**src/rtl/core/i2cseq_pkg.sv**
```systemverilog
`timescale 1ns / 1ps
// ----------------------------------------------------------------------------
// I2C transfer sequencer package
// Shared types, codes and field widths for the sequencer core.
// ----------------------------------------------------------------------------
package i2cseq_pkg;

  localparam int unsigned ByteW     = 8;
  localparam int unsigned PhaseW    = 2;
  localparam int unsigned AckSetW   = 2;
  localparam int unsigned InDataW   = 48;  // 43 field bits, zero-filled to bytes
  localparam int unsigned OutDataW  = 40;  // 34 field bits, zero-filled to bytes

  localparam logic [ByteW-1:0] AddrWriteMask = 8'hFE;
  localparam logic [ByteW-1:0] AddrReadBit   = 8'h01;

  // Item kind carried on tuser
  localparam logic KindStart = 1'b0;
  localparam logic KindEvent = 1'b1;

  // Acknowledge set-up requests
  localparam logic [AckSetW-1:0] AckKeep = 2'd0;
  localparam logic [AckSetW-1:0] AckOn   = 2'd1;
  localparam logic [AckSetW-1:0] AckOff  = 2'd2;

  // Reported phase codes
  localparam logic [PhaseW-1:0] PhCodeIdle = 2'd0;
  localparam logic [PhaseW-1:0] PhCodeAddr = 2'd1;
  localparam logic [PhaseW-1:0] PhCodeSend = 2'd2;
  localparam logic [PhaseW-1:0] PhCodeRecv = 2'd3;

  typedef enum logic [3:0] {
    PH_IDLE = 4'b0001,
    PH_ADDR = 4'b0010,
    PH_SEND = 4'b0100,
    PH_RECV = 4'b1000
  } phase_e;

  typedef struct packed {
    logic             kind;
    logic [ByteW-1:0] address;
    logic [ByteW-1:0] send_count;
    logic [ByteW-1:0] receive_count;
    logic             ack_detected;
    logic             transmitting;
    logic             stop_detected;
    logic [ByteW-1:0] rx_byte;
    logic [ByteW-1:0] tx_byte;
  } item_t;

  typedef struct packed {
    logic [PhaseW-1:0]  phase;
    logic               start_accepted;
    logic               gen_start;
    logic               gen_stop;
    logic               load_shift;
    logic [ByteW-1:0]   shift_byte;
    logic               wait_release;
    logic [AckSetW-1:0] ack_setup;
    logic               store_rx;
    logic [ByteW-1:0]   rx_data;
    logic [ByteW-1:0]   buffer_index;
  } result_t;

  typedef struct packed {
    phase_e           phase;
    logic [ByteW-1:0] target_addr;
    logic [ByteW-1:0] send_left;
    logic [ByteW-1:0] receive_left;
    logic [ByteW-1:0] send_pos;
    logic [ByteW-1:0] receive_pos;
  } ctx_t;

  function automatic logic [PhaseW-1:0] phase_code(input phase_e ph);
    logic [PhaseW-1:0] code;
    case (ph)
      PH_ADDR: code = PhCodeAddr;
      PH_SEND: code = PhCodeSend;
      PH_RECV: code = PhCodeRecv;
      default: code = PhCodeIdle;
    endcase
    return code;
  endfunction

endpackage

```
**src/rtl/core/i2c_master_transfer_sequencer.sv**
```systemverilog
`timescale 1ns / 1ps
// ----------------------------------------------------------------------------
// I2C master transfer sequencer
// Write-then-read transfer control above a byte-level shift unit.
// ----------------------------------------------------------------------------
//
//  Channel   Direction  Payload                                   Beat rule
//  --------  ---------  ----------------------------------------  ----------------
//  s_axis    in         tuser: kind; tdata: command/event fields  one item per beat
//  m_axis    out        tdata: phase, requests, rx byte, index    one result per item
//
//  Flow: an accepted beat lands in the input register, is stepped through the
//  sequencer logic and is captured in the result register, which drives m_axis.
//  Throughput is one beat per cycle while m_axis_tready is high, set by the
//  context register that each item reads and updates in one pass.
//  Reset: rst_ni clears both stage valids and the context to idle.
//  Stalls: with m_axis_tready low the result register holds; the input register
//  still takes one beat, then s_axis_tready drops until the result moves on.
//
module i2c_master_transfer_sequencer import i2cseq_pkg::*; (
  input  logic                clk_i,
  input  logic                rst_ni,
  input  logic                s_axis_tvalid,
  output logic                s_axis_tready,
  // [7:0] address, [15:8] send_count, [23:16] receive_count, [24] ack_detected,
  // [25] transmitting, [26] stop_detected, [34:27] rx_byte, [42:35] tx_byte,
  // [47:43] zero
  input  logic [InDataW-1:0]  s_axis_tdata,
  // [0] kind
  input  logic                s_axis_tuser,
  output logic                m_axis_tvalid,
  input  logic                m_axis_tready,
  // [1:0] phase, [2] start_accepted, [3] gen_start, [4] gen_stop, [5] load_shift,
  // [13:6] shift_byte, [14] wait_release, [16:15] ack_setup, [17] store_rx,
  // [25:18] rx_data, [33:26] buffer_index, [39:34] zero
  output logic [OutDataW-1:0] m_axis_tdata
);

  // Input stage
  logic  in_vld_q;
  item_t in_q;
  // Result stage
  logic    out_vld_q;
  result_t out_q;

  ctx_t    ctx_q, ctx_d;
  result_t res_d;
  logic    out_free, step_en, in_take;

  // The result register is free when empty or being drained this cycle
  assign out_free      = !out_vld_q || m_axis_tready;
  assign step_en       = in_vld_q && out_free;
  assign s_axis_tready = !in_vld_q || out_free;
  assign in_take       = s_axis_tvalid && s_axis_tready;

  always_ff @(posedge clk_i or negedge rst_ni) begin
    if (!rst_ni) begin
      in_vld_q <= 1'b0;
    end else if (s_axis_tready) begin
      in_vld_q <= s_axis_tvalid;
    end
  end

  // Unpack the beat into the input register
  always_ff @(posedge clk_i) begin
    if (in_take) begin
      in_q.kind          <= s_axis_tuser;
      in_q.address       <= s_axis_tdata[7:0];
      in_q.send_count    <= s_axis_tdata[15:8];
      in_q.receive_count <= s_axis_tdata[23:16];
      in_q.ack_detected  <= s_axis_tdata[24];
      in_q.transmitting  <= s_axis_tdata[25];
      in_q.stop_detected <= s_axis_tdata[26];
      in_q.rx_byte       <= s_axis_tdata[34:27];
      in_q.tx_byte       <= s_axis_tdata[42:35];
    end
  end

  i2cseq_step u_step (
    .ctx_i  (ctx_q),
    .item_i (in_q),
    .ctx_o  (ctx_d),
    .res_o  (res_d)
  );

  // Advance the context only when the item actually moves to the result stage
  i2cseq_ctx u_ctx (
    .clk_i   (clk_i),
    .rst_ni  (rst_ni),
    .upd_i   (step_en),
    .ctx_d_i (ctx_d),
    .ctx_q_o (ctx_q)
  );

  always_ff @(posedge clk_i or negedge rst_ni) begin
    if (!rst_ni) begin
      out_vld_q <= 1'b0;
    end else if (out_free) begin
      out_vld_q <= in_vld_q;
    end
  end

  always_ff @(posedge clk_i) begin
    if (step_en) begin
      out_q <= res_d;
    end
  end

  assign m_axis_tvalid = out_vld_q;
  assign m_axis_tdata  = {6'd0,
                          out_q.buffer_index,
                          out_q.rx_data,
                          out_q.store_rx,
                          out_q.ack_setup,
                          out_q.wait_release,
                          out_q.shift_byte,
                          out_q.load_shift,
                          out_q.gen_stop,
                          out_q.gen_start,
                          out_q.start_accepted,
                          out_q.phase};

endmodule

```
**src/rtl/core/i2cseq_step.sv**
```systemverilog
`timescale 1ns / 1ps
// ----------------------------------------------------------------------------
// I2C transfer sequencer step logic
// Next context and result for one item, purely combinational.
// ----------------------------------------------------------------------------
module i2cseq_step import i2cseq_pkg::*; (
  input  ctx_t    ctx_i,
  input  item_t   item_i,
  output ctx_t    ctx_o,
  output result_t res_o
);

  logic do_advance;

  always_comb begin
    ctx_o      = ctx_i;
    res_o      = '0;
    do_advance = 1'b0;

    if (item_i.kind == KindStart) begin
      if (ctx_i.phase == PH_IDLE) begin
        ctx_o.phase          = PH_ADDR;
        ctx_o.target_addr    = item_i.address;
        ctx_o.send_left      = item_i.send_count;
        ctx_o.receive_left   = item_i.receive_count;
        ctx_o.send_pos       = '0;
        ctx_o.receive_pos    = '0;
        res_o.start_accepted = 1'b1;
        res_o.gen_start      = 1'b1;
        res_o.load_shift     = 1'b1;
        res_o.shift_byte     = item_i.address & AddrWriteMask;
      end
    end else begin
      case (ctx_i.phase)
        PH_ADDR: begin
          if (!item_i.ack_detected) begin
            ctx_o.phase = PH_IDLE;
          end else if (item_i.transmitting) begin
            do_advance = 1'b1;
          end else begin
            ctx_o.phase        = PH_RECV;
            res_o.ack_setup    = AckOn;
            res_o.wait_release = 1'b1;
          end
        end
        PH_SEND: begin
          if (!item_i.ack_detected) begin
            ctx_o.phase = PH_IDLE;
          end else begin
            do_advance = 1'b1;
          end
        end
        PH_RECV: begin
          if (item_i.stop_detected) begin
            ctx_o.phase = PH_IDLE;
          end else if (ctx_i.receive_left != '0) begin
            res_o.store_rx     = 1'b1;
            res_o.rx_data      = item_i.rx_byte;
            res_o.buffer_index = ctx_i.receive_pos;
            res_o.wait_release = 1'b1;
            ctx_o.receive_pos  = ctx_i.receive_pos + 8'd1;
            ctx_o.receive_left = ctx_i.receive_left - 8'd1;
            // last byte: drop the ack so the slave sees a nack
            if (ctx_i.receive_left == 8'd1) begin
              res_o.ack_setup = AckOff;
            end
          end else begin
            res_o.gen_stop = 1'b1;
          end
        end
        default: begin
        end
      endcase
    end

    // Send the next byte, or turn to repeated start or stop
    if (do_advance) begin
      if (ctx_i.send_left != '0) begin
        ctx_o.phase        = PH_SEND;
        res_o.load_shift   = 1'b1;
        res_o.shift_byte   = item_i.tx_byte;
        res_o.buffer_index = ctx_i.send_pos;
        ctx_o.send_pos     = ctx_i.send_pos + 8'd1;
        ctx_o.send_left    = ctx_i.send_left - 8'd1;
      end else if (ctx_i.receive_left != '0) begin
        ctx_o.phase      = PH_ADDR;
        res_o.gen_start  = 1'b1;
        res_o.load_shift = 1'b1;
        res_o.shift_byte = ctx_i.target_addr | AddrReadBit;
      end else begin
        ctx_o.phase    = PH_SEND;
        res_o.gen_stop = 1'b1;
      end
    end

    res_o.phase = phase_code(ctx_o.phase);
  end

endmodule

```
**src/rtl/core/i2cseq_ctx.sv**
```systemverilog
`timescale 1ns / 1ps
// ----------------------------------------------------------------------------
// I2C transfer sequencer context
// Holds phase, address, counts and buffer positions between items.
// ----------------------------------------------------------------------------
module i2cseq_ctx import i2cseq_pkg::*; (
  input  logic clk_i,
  input  logic rst_ni,
  input  logic upd_i,
  input  ctx_t ctx_d_i,
  output ctx_t ctx_q_o
);

  ctx_t ctx_q;

  always_ff @(posedge clk_i or negedge rst_ni) begin
    if (!rst_ni) begin
      ctx_q.phase        <= PH_IDLE;
      ctx_q.target_addr  <= '0;
      ctx_q.send_left    <= '0;
      ctx_q.receive_left <= '0;
      ctx_q.send_pos     <= '0;
      ctx_q.receive_pos  <= '0;
    end else if (upd_i) begin
      ctx_q <= ctx_d_i;
    end
  end

  assign ctx_q_o = ctx_q;

endmodule

```
**config.mk**
```make
export PLATFORM = sky130hd
export DESIGN_NAME = i2c_master_transfer_sequencer
export DESIGN_NICKNAME = d
export VERILOG_FILES = /design/src/rtl/core/i2cseq_pkg.sv /design/src/rtl/core/i2c_master_transfer_sequencer.sv /design/src/rtl/core/i2cseq_step.sv /design/src/rtl/core/i2cseq_ctx.sv
export SDC_FILE = /design/constraint.sdc
export NUM_CORES = 1
export LEC_CHECK = 0
export ABC_AREA = 0
export BUFFER_PORTS_ARGS = -buffer_cell sky130_fd_sc_hd__buf_4
export CAP_MARGIN = 20
export CORE_AREA = 2 2 131 146
export DETAILED_ROUTE_END_ITERATION = 6
export DIE_AREA = 0 0 133 148
export PLACE_DENSITY = 0.56
export SLEW_MARGIN = 20
export SYNTH_ARGS = -nofsm -noshare
export SYNTH_HDL_FRONTEND = slang
export SYNTH_SLANG_ARGS = --single-unit
```
**constraint.sdc**
```tcl
create_clock -name clk_i -period 2.4 [get_ports clk_i]
set_input_delay 0.24 -clock clk_i [delete_from_list [all_inputs] [get_ports clk_i]]
set_output_delay 0.24 -clock clk_i [all_outputs]
set_load 0.05 [all_outputs]
```
==> metrics.md, run 1 <==
| Metric | Value |
|---|---|
| Post-synth ARST share | 0.369 |
| Starting DRT DRC Count | between 300 and 400 |
| Non-Filler Instances | approximately 840 |
| Relative slew margins | 0.584 |
| Sw power | 2.14 mW |
| Combinational cell fraction of total power | 0.222 |
| Most frequent cells after synthesis | edfxtp_1 (77), nand2_1 (64), dfrtp_1 (44) |
| Final Cycle Share | 0.921 |
| CP Data Arrival Time | 2.50 ns |
| Max Cap Violations | 0 |
| CP max stage cell | dfrtp_1 |
| # H-tree levels | 4 |
| Longest Clk Path Bufs | 2 |
| Prevailing post-synth register cell | edfxtp_1 |
| Final ANT Viol Nets | 0 |
| Syn avg cell area | 12.2 µm² |
| CP max stage delay | a little over 0.5 ns |
| Post-Syn Instances | 442 |
| Share of the synthesized area in the top cell type | 0.430 |
| Net Sw Frac | 0.305 |
| Largest area contributor in the netlist | edfxtp_1 |
| CP endpoint | u_ctx.ctx_q_o[21] |
| Max VDD drop | slightly above 0.4 mV |
| Final Skew | 0.0106 ns |
| Final min period | 2.21 ns |
| Least-Margin Pin Slew | just over 0.6 ns |
| Sequential Power Share | 0.414 |
| LEAKAGE | a little over 3 nW |
| Setup TNS | 0 ns |
| Routability Congestion | 0.889 |
| DR vias | 4,005 |
| DRC viols | 0 |
| Fmax | approximately 450 MHz |
| Clock insertion delay at the later pin of the skew report | about 0.4 ns |
| Crit path max fanout | 12 |
| First-pass GRT wire length | roughly 21 mm |
| Reg-to-Reg Start | u_ctx.ctx_q_o[41] |
| Seq/Total Area, Yosys | 0.639 |
| Count of warnings emitted by yosys | 0 |
| Total global routing overflow | 0 |
| Final setup fails | 0 |
| Gr usage total | 0.138 |
| Crit-path cells | nor4b_2 > and3b_1 > a21o_1 > nand2_2 > a221o_1 |
| Setup ws final | roughly 0.19 ns |
| CORE AREA | 0.0182 mm² |
| Area after DPL | 0.00633 mm² |
| FF+latch count, synth | 122 |
| Final hold vios | 0 |
| Worst R2R End | u_ctx.ctx_q_o[21] |
| Cell variety after synth | 64 |
| Die X | 133 µm |
| Cell area after layout | between 0.007 and 0.008 mm² |
| Power per cell area | 951 mW/mm² |
| Clock root cell | clkbuf_16 |
| Cell area after synthesis | 0.00538 mm² |
| Vias/cell | 4.77 |
| RSZ-0062 raised after global routing | false |
| Final Util | 0.406 |
| R2r setup slk | 0.19 ns |
| DP Worst Slack | 0.102 ns |
| Clock group share of total power | 0.364 |
| Io pins | 95 |
| CP Launch Point | u_ctx.ctx_q_o[41] |
| Cell count after placement | 763 |
| EDFF count, synth | 77 |
| CP Capture Type | register |
| Total Power | approximately 7 mW |
| WL/cell | 15.6 µm |
| Hold slack final | 0.0242 ns |
| Worst Hold Class | in2reg |
| CTS tree | built |
| Initial antenna violation count | 0 |
| Num CTS Buffers | 17 |
| Die area | between 0.015 and 0.02 mm² |
| Outcome | finished, final reports clean |
| I/O Buffers | 82 |
| Number of clock sinks | 122 |
| Die Height | 148 µm |
| Crit Path Class | reg2reg |
| FP Rows | 52 |
| Worst EP required | 2.69 ns |
| Antenna Cells | 0 |
| Startpoint Class | register |
| Share of cells above drive strength 1 | 0.255 |
| Area delta synth->final | 37.1% |
| Drt first pass iters | 4 |
| Final max-slew violation count | 0 |
| Initial Util | 0.296 |
| Most numerous cell in the Yosys netlist | edfxtp_1 |
| DP HPWL | 8.70 mm |
| Nets@finish | 643 |
| DRT Wirelength | 13.1 mm |
| R2R cell count | 5 |
| Synth top area cells | edfxtp_1 (43%), dfrtp_1 (20%), nand2_1 (4.5%), o21ai_0 (1.9%), a22o_1 (1.8%) |
| Vias in the first global route | 4,135 |
| Largest net degree at the start of global routing | 46 |
| Clock transition at the registers of the reported paths | 0.05 ns |
| P_int | 4.88 mW |
==> timing repair <==
item                                   4_1_cts  5_1_grt
setup buffers                                0        0
endpoints found under the hold margin       87        0
gates resized for setup                      0        1
hold buffers                                44        0
setup endpoints to repair                    0        8
==> layer usage <==
metal  routed length [µm]  global-route usage
met5                    0                   0
met4                  112              0.0462
met3                  663              0.0357
met2                 6710               0.237
met1                 5570               0.168
==> final cells by class <==
class | count | area (µm²)
Inverter | 7 | 31.3
Clock buffer | 23 | 488
Multi-Input combinational cell | 288 | 1770
Timing Repair Buffer | 147 | 1230
Sequential cell | 122 | 3440
Fill cell | 1736 | 10800
Tap cell | 243 | 304
Clock inverter | 9 | 113
==> how the worst min path moves through the flow <==
stage	endpoint	startpoint	cells past startpoint
final	in_vld_q	s_axis_tvalid	2
after CTS	in_vld_q	s_axis_tvalid	2
after detailed placement	u_ctx.ctx_q_o[41]	rst_ni	1
after floorplan	in_vld_q	rst_ni	0
after global routing	in_vld_q	s_axis_tvalid	2
after global placement	u_ctx.ctx_q_o[41]	rst_ni	1
==> registers in the layout (all words and copies together), names as in the netlist <==
register,flops
in_q,43
in_vld_q,1
u_ctx.ctx_q_o,43
m_axis_tvalid,1
m_axis_tdata,34
==> worst max-delay path, delay by kind of cell (launching register included) <==
| kind | cells | cell delay, ns |
|---|---|---|
| AND/OR/NAND/NOR | 3 | 0.91 |
| AO/OA/AOI/OAI | 2 | 0.66 |
| flip-flops | 1 | 0.51 |
==> cells in the final DEF, fill, tap and decap left out, types with 3 or more instances in the layout <==
master,synthesis,layout
nand3_1,11,11
nand4_1,5,5
a21oi_1,13,13
clkbuf_16,0,17
conb_1,1,6
nor4_1,4,4
and2_1,7,6
o22ai_1,4,4
a31oi_1,4,4
a211o_1,3,3
or3b_2,3,3
nor3_1,15,15
edfxtp_1,77,77
xor2_1,3,3
a221o_1,3,3
or3_1,5,5
a22oi_1,10,10
nor2b_1,3,3
nand2_1,64,64
o221a_2,4,4
and3_1,14,14
clkbuf_8,0,4
a22o_1,11,11
nor2_1,12,12
nand2b_1,7,7
buf_4,7,102
ha_1,7,7
dfrtp_1,44,44
inv_1,5,5
o21ai_0,20,20
o31ai_1,8,8
clkinv_4,1,4
nand3b_1,3,3
dlygate4sd3_1,0,44
==> cell families after synthesis <==
group,after synthesis,synth area share
buf+inv,37,0.0361
compound gates,99,0.131
mux,1,0.00186
simple gates,170,0.166
flops,122,0.639
xor+xnor,5,0.00814
fa+ha+maj,7,0.0163
other cells,1,0.000697
==> power by group through the flow <==
stage               clock network (mW)  logic (mW)  registers, mW
global placement                     0        1.45           2.91
CTS                               2.61        1.56           2.89
global route                      2.72        1.72           2.95
detailed placement                   0        1.50           2.93
floorplan                            0       0.947           3.01
finish                            2.56        1.56           2.90
Power figures use the tool's default switching activity.
==> run 2: changes to the inputs <==
==> constraint.sdc (replaced) <==
create_clock -name clk_i -period 1.9 [get_ports clk_i]
set_input_delay 0.19 -clock clk_i [delete_from_list [all_inputs] [get_ports clk_i]]
set_output_delay 0.19 -clock clk_i [all_outputs]
set_load 0.05 [all_outputs]
==> run 2 against run 1 <==
  * The run now ends with negative setup slack left
  * First-iteration DRC count is 17% lower
  * Power rose by 48%
  * Worst setup slack worse by 0.32 ns
  * Die area stayed put
  * Critical path depth rose by 2
  * Clock skew is 0.0011 ns lower
  * Maximum frequency rose by 8.8%
  * Via count rose by 10%
  * Sequential share of layout area fell by 6.1 points
  * Design area is 15% higher
  * Largest power group unchanged
==> metrics.md, run 2 (synthesized netlist as in run 1, its figures left out) <==
| Metric | Value |
|---|---|
| Share of cells above drive strength 1 | 0.443 (+0.188) |
| FP Rows | 52 (unchanged) |
| WL/cell | 16.4 µm (+5.5%) |
| FF/Latch Area | 0.00344 mm² (+0.15%) |
| Die area | 0.0197 mm² (unchanged) |
| Area after DPL | 0.00674 mm² (+6.6%) |
| Antenna Cells | 0 (unchanged) |
| CP Data Arrival Time | 2.33 ns (-0.17 ns) |
| Max Cap Violations | 0 (unchanged) |
| Final min period | 2.03 ns (-0.178 ns) |
| Hold slack final | 0.0990 ns (+0.0748 ns) |
| Crit Path Class | reg2reg |
| Die Height | 148 µm (unchanged) |
| Outcome | finished with violations |
| Least-Margin Pin Slew | 0.637 ns (+0.0135 ns) |
| Clock root cell | clkbuf_16 |
| Starting DRT DRC Count | 254 (-17%) |
| Vias/cell | 4.83 (+1.3%) |
| Cell area after layout | 0.00849 mm² (+15%) |
| Commonest non-fill, non-tap cells in the layout | buf_4 (151), edfxtp_1 (77), nand2_1 (58) |
| Final ANT Viol Nets | 0 (unchanged) |
| Violated checks | negative setup slack |
| Final max-slew violation count | 0 (unchanged) |
| First-pass GRT wire length | 23.6 mm (+11%) |
| Fmax | 492 MHz (+8.8%) |
| LEAKAGE | 3.54 nW (+17%) |
| Total Power | 10.4 mW (+48%) |
| Relative slew margins | 0.575 (-0.00899) |
| RSZ-0062 raised after global routing | true |
| Area delta synth->final | 57.9% |
| I/O Buffers | 82 (unchanged) |
| CTS tree | built |
| Longest Clk Path Bufs | 2 (unchanged) |
| Crit path max fanout | 8 (-4) |
| Commonest non-fill, non-tap cell in the layout | buf_4 |
| Worst Hold Class | in2reg |
| Initial Util | 0.296 (unchanged) |
| Routability Congestion | 0.852 (-4.2%) |
| Worst EP required | 2.20 ns (-0.49 ns) |
| Io pins | 95 (unchanged) |
| Setup ws final | -0.132 ns (-0.322 ns) |
| Number of clock sinks | 122 (unchanged) |
| Vias in the first global route | 4,618 (+12%) |
| Final setup fails | 33 (+33) |
| DRC viols | 0 (unchanged) |
| Final Skew | 0.00948 ns (-0.00109 ns) |
| Final hold vios | 0 (unchanged) |
| Num CTS Buffers | 17 (unchanged) |
| DP HPWL | 9.41 mm (+8.1%) |
| Max VDD drop | 0.588 mV (+41%) |
| Largest net degree at the start of global routing | 46 (unchanged) |
| Startpoint Class | register |
| Total global routing overflow | 0 (unchanged) |
| DRT Wirelength | 15.0 mm (+15%) |
| Initial antenna violation count | 0 (unchanged) |
| Drt first pass iters | 5 (+1) |
| CP Capture Type | register |
| CORE AREA | 0.0182 mm² (unchanged) |
| Power per cell area | 1230 mW/mm² (+29%) |
| Gr usage total | 0.155 (+0.0169) |
| Layout fillers | 1,616 (-6.9%) |
| Clock insertion delay at the later pin of the skew report | 0.42 ns (about the same) |
| Area of the multi-input gates | 0.00224 mm² (+26%) |
| Die X | 133 µm (unchanged) |
| DR vias | 4,414 (+10%) |
| # H-tree levels | 4 (unchanged) |
| Nets@finish | 717 (+12%) |
| Clock transition at the registers of the reported paths | 0.06 ns (about the same) |
| Final Cycle Share | 1.07 (+0.149) |
## run 2: worst max-delay path, stage by stage (launching register included)
cell     delay [ns]
dfrtp_1        0.38
inv_2          0.06
ha_2           0.15
or4b_4         0.56
o221a_4        0.36
a21oi_1        0.16
nor2_1         0.05
o22a_1         0.17
## run 2: layer usage
layer / track usage / wire length [µm]
met1: 0.180 / 6120
met2: 0.263 / 7590
met3: 0.0456 / 889
met4: 0.0704 / 390
met5: 0 / 0
## run 2: final timing paths
kind | start | end | slack (ns) | cells after the start
min | m_axis_tready | in_vld_q | 0.1 | 4
max in group asynchronous | rst_ni | m_axis_tvalid | 1.07 | 2
max | u_ctx.ctx_q_o[25] | u_ctx.ctx_q_o[28] | -0.13 | 7
min reg2reg | u_ctx.ctx_q_o[34] | u_ctx.ctx_q_o[34] | 0.47 | 2
min in group asynchronous | rst_ni | u_ctx.ctx_q_o[3] | 0.36 | 2
max reg2reg | u_ctx.ctx_q_o[25] | u_ctx.ctx_q_o[28] | -0.13 | 7
## run 2: where the power goes
| part | total (mW) | internal (mW) | switching [mW] |
|---|---|---|---|
| Clock | 3.35 | 2.14 | 1.21 |
| Combinational | 3.47 | 1.69 | 1.78 |
| Sequential | 3.58 | 3.28 | 0.300 |
| Total | 10.4 | 7.11 | 3.29 |
## run 2: area by class of cell
| class | count | area share |
|---|---|---|
| Sequential cell | 122 | 0.406 |
| Multi-Input combinational cell | 291 | 0.264 |
| Tap cell | 243 | 0.0358 |
| Clock buffer | 19 | 0.0533 |
| Inverter | 7 | 0.00368 |
| Clock inverter | 13 | 0.0194 |
| Timing Repair Buffer | 218 | 0.219 |
## run 2: metrics by stage
stage | setup TNS [ns] | util | cells | setup WS (ns)
6_report | -2.22 | 0.468 | 913 | -0.132
5_1_grt | -4.77 | 0.468 | 913 | -0.196
4_1_cts | -1.72 | 0.450 | 907 | -0.0952
3_5_place_dp | -4.05 | 0.372 | 812 | -0.193
3_3_place_gp | -2.82 | 0.372 | 812 | -0.140
2_1_floorplan | -0.135 | - | 447 | -0.0469
## run 2: repair_timing
action,4_1_cts,5_1_grt
pin swaps,21,38
gates cloned,2,1
resized for setup,52,64
hold buffers,45,0
setup endpoints to repair,55,59
buffers inserted,16,5
endpoints found under the hold margin,88,0
==> run 3: changes to the inputs <==
--- a/config.mk
+++ b/config.mk
@@ -8,10 +8,10 @@
 export ABC_AREA = 0
 export BUFFER_PORTS_ARGS = -buffer_cell sky130_fd_sc_hd__buf_4
 export CAP_MARGIN = 20
-export CORE_AREA = 2 2 131 146
+export CORE_AREA = 2 2 102 114
 export DETAILED_ROUTE_END_ITERATION = 6
-export DIE_AREA = 0 0 133 148
-export PLACE_DENSITY = 0.56
+export DIE_AREA = 0 0 104 116
+export PLACE_DENSITY = 0.82
 export SLEW_MARGIN = 20
 export SYNTH_ARGS = -nofsm -noshare
 export SYNTH_HDL_FRONTEND = slang
==> run 3 against run 2 <==
  * The run still ends with negative setup slack left
  * Clock skew is 0.0035 ns lower
  * Sequential power is essentially flat
  * Worst setup slack about the same
  * Maximum frequency barely moved
  * Utilization is 31 points higher
  * Largest power group is now combinational cells
  * Cell count is 10% lower
  * First-iteration DRC count rose to 2.6 times the previous value
  * Combinational power rose by 6.3%
  * Critical path type unchanged
  * Clock power down 4%
  * Routed wire length grew 16%
==> metrics.md, run 3 (synthesized netlist as in run 1, its figures left out) <==
| Metric | Value |
|---|---|
| I/O Buffers | 82 (unchanged) |
| Routability Congestion | 0.867 (+1.7%) |
| Hold slack final | 0.106 ns (+0.00672 ns) |
| Final setup fails | 46 (+39%) |
| Die X | 104 µm (-22%) |
| LEAKAGE | 3.56 nW (+0.50%) |
| Num CTS Buffers | 17 (unchanged) |
| Initial Util | 0.498 (+0.201) |
| Largest net degree at the start of global routing | 46 (unchanged) |
| Area delta synth->final | 56.3% |
| Crit Path Class | reg2reg |
| RSZ-0062 raised after global routing | true |
| Relative slew margins | 0.581 (+0.00583) |
| CTS tree | built |
| WL/cell | 21.2 µm (+29%) |
| CP delay by family, top | simple AND/OR/NAND/NOR gates |
| Share of cells above drive strength 1 | 0.424 (-0.0192) |
| Antenna Cells | 0 (unchanged) |
| Final max-slew violation count | 0 (unchanged) |
| Violated checks | negative setup slack |
| Cells on Worst Hold Path | 3 (-1) |
| Io pins | 95 (unchanged) |
| Drt first pass iters | 5 (unchanged) |
| R2R cell count | 6 (-1) |
| Area of the multi-input gates | 0.00219 mm² (-2.2%) |
| Clock insertion delay at the later pin of the skew report | 0.42 ns (about the same) |
| Clock root cell | clkbuf_16 |
| Final ANT Viol Nets | 0 (unchanged) |
| Least-Margin Pin Slew | 0.628 ns (-0.00874 ns) |
| Met3 usage | 0.0703 (+0.0247) |
| WP depth | 6 (-1) |
| Setup ws final | -0.132 ns (-0.000245 ns) |
| Max VDD drop | 0.930 mV (+58%) |
| CP Capture Type | register |
| Die Height | 116 µm (-22%) |
| Commonest non-fill, non-tap cells in the layout | buf_4 (152), edfxtp_1 (77), nand2_1 (60) |
| Nets@finish | 719 (+0.28%) |
| Layout fillers | 581 (-64%) |
| DRT Wirelength | 17.3 mm (+16%) |
| Starting DRT DRC Count | 665 (+160%) |
| First-pass GRT wire length | 24.3 mm (+2.9%) |
| Final Cycle Share | 1.07 (about the same) |
| Final hold vios | 0 (unchanged) |
| Max Cap Violations | 0 (unchanged) |
| Worst EP required | 2.24 ns (+0.04 ns) |
| Startpoint Class | register |
| FF/Latch Area | 0.00344 mm² (unchanged) |
| DP HPWL | 8.56 mm (-9.1%) |
| Fmax | 492 MHz (about the same) |
| M2 GR Usage | 0.455 (+0.192) |
| Longest Clk Path Bufs | 2 (unchanged) |
| Outcome | finished with violations |
| Power per cell area | 1250 mW/mm² (+2.1%) |
| Number of clock sinks | 122 (unchanged) |
| CP Data Arrival Time | 2.37 ns (+0.04 ns) |
| Total global routing overflow | 0 (unchanged) |
| Worst Hold Class | in2reg |
| Die area | 0.0121 mm² (-39%) |
| Final min period | 2.03 ns (+0.000245 ns) |
| CP max stage cell | or4_1 |
| Total Power | 10.5 mW (+1.0%) |
| DR vias | 4,967 (+13%) |
| Commonest non-fill, non-tap cell in the layout | buf_4 |
| Gr usage total | 0.266 (+0.111) |
| Clock transition at the registers of the reported paths | 0.06 ns (about the same) |
| CORE AREA | 0.0108 mm² (-40%) |
| CP max stage delay | 0.48 ns (-0.08 ns) |
| Initial antenna violation count | 0 (unchanged) |
| Final Skew | 0.00599 ns (-0.00349 ns) |
| DP Worst Slack | -0.211 ns (-0.0172 ns) |
| Crit path max fanout | 8 (unchanged) |
| CP Buf/Inv Count | 1 (unchanged) |
| Crit-path cells | or3_4 > or2_4 > clkinv_8 > a21oi_4 > or4_1 > a21oi_2 |
| DRC viols | 0 (unchanged) |
| Vias/cell | 6.06 (+25%) |
| Vias in the first global route | 4,788 (+3.7%) |
| GR Util met1 | 0.303 (+0.122) |
| Grt peak-use layer | met2 |
| # H-tree levels | 4 (unchanged) |
| FP Rows | 40 (-23%) |
==> run 3: cell count changes in the layout (fill, tap and decap cells not counted), sizes merged <==
cell / change
inv: -3
clkbuf: +3
buf: +1
o221a: -2
clkinv: +2
clkinvlp: +1
==> run 3: through the flow <==
stage | utilization | setup TNS (ns) | cell area [µm²] | cells
after global placement | 0.612 | -2.06 | 6610 | 711
after global routing | 0.778 | -4.75 | 8410 | 819
after floorplan | - | -0.135 | 5470 | 447
after detailed placement | 0.612 | -4.12 | 6610 | 711
final | 0.778 | -2.35 | 8410 | 819
after CTS | 0.735 | -0.299 | 7950 | 801
==> run 3: path summary, 6_finish.rpt <==
check	start	to	slack, ns
worst max-delay path	u_ctx.ctx_q_o[42]	u_ctx.ctx_q_o[5]	-0.13
worst min-delay path	m_axis_tready	m_axis_tvalid	0.11
worst max register to register	u_ctx.ctx_q_o[42]	u_ctx.ctx_q_o[5]	-0.13
worst min register to register	u_ctx.ctx_q_o[34]	u_ctx.ctx_q_o[34]	0.49
max in group asynchronous	rst_ni	m_axis_tvalid	1.11
min in group asynchronous	rst_ni	u_ctx.ctx_q_o[38]	0.33
==> run 3: final cells by class <==
cell class              instances  area share
flip-flops and latches        122       0.410
multi-input cells             289       0.260
repair buffers                222       0.234
clock buffers                  19      0.0515
well taps                     147      0.0219
clock inverters                13      0.0182
inverters                       7     0.00461
==> run 3: power breakdown <==
group	internal, mW	switching, mW
registers	3.28	0.329
logic	1.75	1.94
clock network	2.04	1.17
==> run 3: layer usage <==
layer  wire length, µm  part of all wire
met5                 0                 0
met1              6020              0.35
met3              1620             0.093
met4              1050             0.060
met2              8670              0.50
==> run 3: what timing repair did <==
action                     4_1_cts  5_1_grt
hold buffers                    45        0
gates cloned                     1        3
pin swaps                       24       21
setup buffers                   12       15
setup endpoints to repair       51       59
resized for setup               49       59
hold endpoints to repair        88        0
==> run 3: worst register-to-register path, delay by kind of cell (launching register included) <==
family                 cells  cell delay (ns)
and+or+nand+nor            3             1.17
DFF                        1             0.46
AOI/OAI and AO/OA          2             0.23
buffers and inverters      1             0.09
